`src/rtl/core/rbv_queue.sv`:
```
module rbv_queue #(
	parameter int WIDTH = 8,
	parameter int DEPTH = 4
) (
	input  logic             clk,
	input  logic             arst_n,
	input  logic             wr,
	input  logic [WIDTH-1:0] wdata,
	input  logic             rd,
	output logic [WIDTH-1:0] rdata,
	output logic             full,
	output logic             empty
);

	localparam int PTR_W = (DEPTH > 1) ? $clog2(DEPTH) : 1;
	localparam int CNT_W = $clog2(DEPTH + 1);

	logic [WIDTH-1:0] mem_q [DEPTH];
	logic [PTR_W-1:0] wp_q;
	logic [PTR_W-1:0] rp_q;
	logic [CNT_W-1:0] cnt_q;

	assign full  = (cnt_q == CNT_W'(DEPTH));
	assign empty = (cnt_q == '0);
	assign rdata = mem_q[rp_q];

	always_ff @(posedge clk or negedge arst_n) begin
		if (!arst_n) begin
			wp_q  <= '0;
			rp_q  <= '0;
			cnt_q <= '0;
		end else begin
			if (wr) begin
				wp_q <= (wp_q == PTR_W'(DEPTH - 1)) ? '0 : wp_q + PTR_W'(1);
			end
			if (rd) begin
				rp_q <= (rp_q == PTR_W'(DEPTH - 1)) ? '0 : rp_q + PTR_W'(1);
			end
			case ({wr, rd})
				2'b10:   cnt_q <= cnt_q + CNT_W'(1);
				2'b01:   cnt_q <= cnt_q - CNT_W'(1);
				default: cnt_q <= cnt_q;
			endcase
		end
	end

	always_ff @(posedge clk) begin
		if (wr) begin
			mem_q[wp_q] <= wdata;
		end
	end

`ifndef SYNTHESIS
	a_no_overflow: assert property (@(posedge clk) disable iff (!arst_n) wr |-> !full)
		else $error("request written into a full queue");
	a_no_underflow: assert property (@(posedge clk) disable iff (!arst_n) rd |-> !empty)
		else $error("request read from an empty queue");
`endif

endmodule

```
`config.mk`:
```
export PLATFORM = sky130hd
export DESIGN_NAME = rbv_queue
export DESIGN_NICKNAME = d
export VERILOG_FILES = /design/src/rtl/core/rbv_queue.sv
export SDC_FILE = /design/constraint.sdc
export NUM_CORES = 1
export LEC_CHECK = 0
export BUFFER_PORTS_ARGS = -buffer_cell sky130_fd_sc_hd__buf_2
export CORE_UTILIZATION = 41
export DETAILED_ROUTE_END_ITERATION = 10
export GPL_TIMING_DRIVEN = 0
export HOLD_SLACK_MARGIN = 0.15
export SETUP_SLACK_MARGIN = 0.2
export SLEW_MARGIN = 20
export SYNTH_ARGS = -nofsm -noshare
export SYNTH_HDL_FRONTEND = slang
export SYNTH_SLANG_ARGS = --single-unit
```
`constraint.sdc`:
```
create_clock -name clk -period 1.2 [get_ports clk]
set_input_delay 0 -clock clk [delete_from_list [all_inputs] [get_ports clk]]
set_output_delay 0 -clock clk [all_outputs]
set_load 0.05 [all_outputs]
```
==> summary.txt <==
status: finished, violations left
failing checks: setup timing
crit path kind: reg -> out
WP buf/inv: 2
CTS tree: built
final worst-path setup slack: -0.355 ns
yosys warns: 0
Site Rows: 22
vias in the first global route: 976
H-tree levels: 2
Longest Clk Path Bufs: 2
Initial DRC Count: 24
die area: 0.00409 sq mm
Power, Total: 0.00576 W
RePlAce Congestion: 0.635
ANT nets after route: 0
max-cap viol count: 0
Max Clock Freq: 0.643 GHz
num ports: 22
detailed-route vias per instance: 4.82
number of I/O port buffers: 21
WP data required: 1.20 ns
initial antenna violation count: 0
slew of the pin with the lowest slew margin: 0.235 ns
Final min period: 1.55 ns
die height: 63.9 microns
Design Area, Final: 0.00226 sq mm
Yosys cell types: 19
wire per inst: 15.8 microns
RSZ-0062 raised after global routing: true
DR pass1 iterations: 4
Area Growth Syn to Fin: 43.8%
CP max FO: 5
Hold Vio Cnt, Final: 0
GRT Total Usage: 16.2%
Final HPWL DP: 1590 microns
sequential area share after synthesis: 72.2%
CP startpoint kind: flop
Pleak: 0.857 nW
pwr/cell area: 2550 mW/mm^2
drt drc: 0
syn nets: 99
Avg Synthesized Cell Area: 19.7 sq um
critical path cell sequence: clkbuf_16 > mux4_2 > buf_6
Worst-Skew Late Latency: 0.29 ns
vias: 877
Synth Cell Area: 0.00157 sq mm
CTS Buf Count: 5
max incr delay on CP: 0.50 ns
CTS clk-pin slew, worst paths: 0.07 ns
pin count of the biggest net entering global routing: 12
Setup-failing EPs final: 10
TNS Setup: -2.90 ns
max-slew violations: 0
# diodes: 0
Area after DPL: 0.00178 sq mm
Worst setup EP type: output port
TritonCTS sink count: 39
core area: 0.00366 sq mm
worst vdd ir: 0.00126 V
top cell family by delay on the critical path: multiplexers
met1 usage: 17.2%
cell count after synthesis: 80
GRT Max-Usage Layer: met2
FF+latch count, synth: 39
Slew headroom: 84.3%
fraction of layout cells with a size suffix above 1: 53.7%
Critical-path top delay cell: mux4_2
Chip Width: 63.9 microns
layout net count: 152
M2 GR Usage: 27.5%
GR Overflow Total: 0
Initial Util: 43.0%
root buffer cell: clkbuf_8
post-route clock period utilization: 130%
GRT met3 Usage: 6.25%
crit path DAT: 1.55 ns
skew final: 0.00245 ns
DRT Wirelength: 2880 microns
worst reg2reg setup slack: -0.11 ns
Min-Delay Path Class: in -> reg
first-pass GRT wire length: 4550 microns
==> sequential cells by signal, indices dropped and copies added (netlist names) <==
register / count
cnt_q: 3
mem_q: 32
rp_q: 2
wp_q: 2
==> layout by cell type, fill, tap and decap left out, types with 3 or more instances in the layout <==
cell,n
dlygate4sd3_1,13
clkbuf_8,5
dfrtp_1,4
and2_4,4
buf_6,14
ha_4,5
buf_4,6
dfrtp_2,3
mux4_2,8
buf_2,12
edfxtp_1,32
==> layout make-up <==
type                       instances  area [sq um]
fill                             266          1400
sequential                        39          1140
multi-input combinational         33           499
timing repair buffer              46           428
clock buffer                       7          76.3
tap                               48          60.1
inverter                           6          27.5
buffer                             2          25.0
clock inverter                     1          5.00
==> path summary, 6_finish.rpt <==
| check | start | endpoint | cells after the start |
|---|---|---|---|
| worst max-delay path | rp_q[0] | rdata[2] | 3 |
| worst min-delay path | rd | cnt_q[0] | 3 |
| worst max register to register | rp_q[0] | rp_q[1] | 4 |
| worst min register to register | cnt_q[2] | cnt_q[2] | 1 |
| max in group asynchronous | arst_n | rp_q[0] | 3 |
| min in group asynchronous | arst_n | rp_q[1] | 3 |
==> cells in the mapped netlist <==
| master | instances | area share (%) |
|---|---|---|
| or3_1 | 1 | 0.40 |
| mux2_2 | 2 | 1.4 |
| ha_1 | 6 | 4.8 |
| xor2_1 | 2 | 1.1 |
| mux2i_1 | 1 | 0.64 |
| inv_1 | 6 | 1.4 |
| buf_6 | 1 | 0.72 |
| mux4_2 | 8 | 11 |
| fa_1 | 1 | 1.3 |
| nor3_1 | 1 | 0.32 |
| nand2_1 | 1 | 0.24 |
| dfrtp_1 | 7 | 11 |
| and2_1 | 4 | 1.6 |
| o21ai_0 | 2 | 0.64 |
| xnor2_1 | 1 | 0.56 |
| and3_1 | 1 | 0.40 |
| edfxtp_1 | 32 | 61 |
| nor2_1 | 2 | 0.48 |
| buf_2 | 1 | 0.32 |
==> where the power goes <==
| part | switching [W] | internal, W |
|---|---|---|
| clock network | 0.000425 | 0.000407 |
| logic | 0.00152 | 0.00142 |
| registers | 0.000193 | 0.00179 |
==> worst register-to-register path, cell delays in order, from the launching register on <==
cell	delay [ns]
dfrtp_2	0.46
buf_4	0.15
buf_4	0.13
ha_4	0.22
mux2_4	0.25
==> timing repair <==
| item | CTS | global route |
|---|---|---|
| hold endpoints to repair | 43 | 9 |
| resized for setup | 32 | 10 |
| gates cloned | 0 | 1 |
| pin swaps | 3 | 3 |
| hold buffers | 11 | 3 |
| setup endpoints to repair | 48 | 51 |
| setup buffers | 7 | 4 |
==> kinds of logic after synthesis <==
logic type	synth area share (%)
and+or+nand+nor	3.42
muxes	13.5
DFF	72.2
buffers and inverters	2.47
AOI/OAI and AO/OA	0.636
adders and majority gates	6.05
xor gates and xnor gates	1.67
==> layer usage <==
metal / share of wire (%) / wire, microns
met1: 39 / 1120
met2: 55 / 1580
met3: 4.3 / 124
met4: 1.9 / 56
met5: 0 / 0
==> stage by stage <==
stage                     util (%)  hold WS (ns)  instances  setup WS [ns]
after floorplan                  -        -0.296         80        -0.0171
after global placement        48.7        -0.158        149         -0.133
after detailed placement      48.7        -0.152        149         -0.178
after CTS                     58.9       -0.0328        175         -0.356
after global routing          61.8         0.190        182         -0.391
final                         61.8         0.153        182         -0.355
No activity file was read; power rests on OpenSTA's default activity.
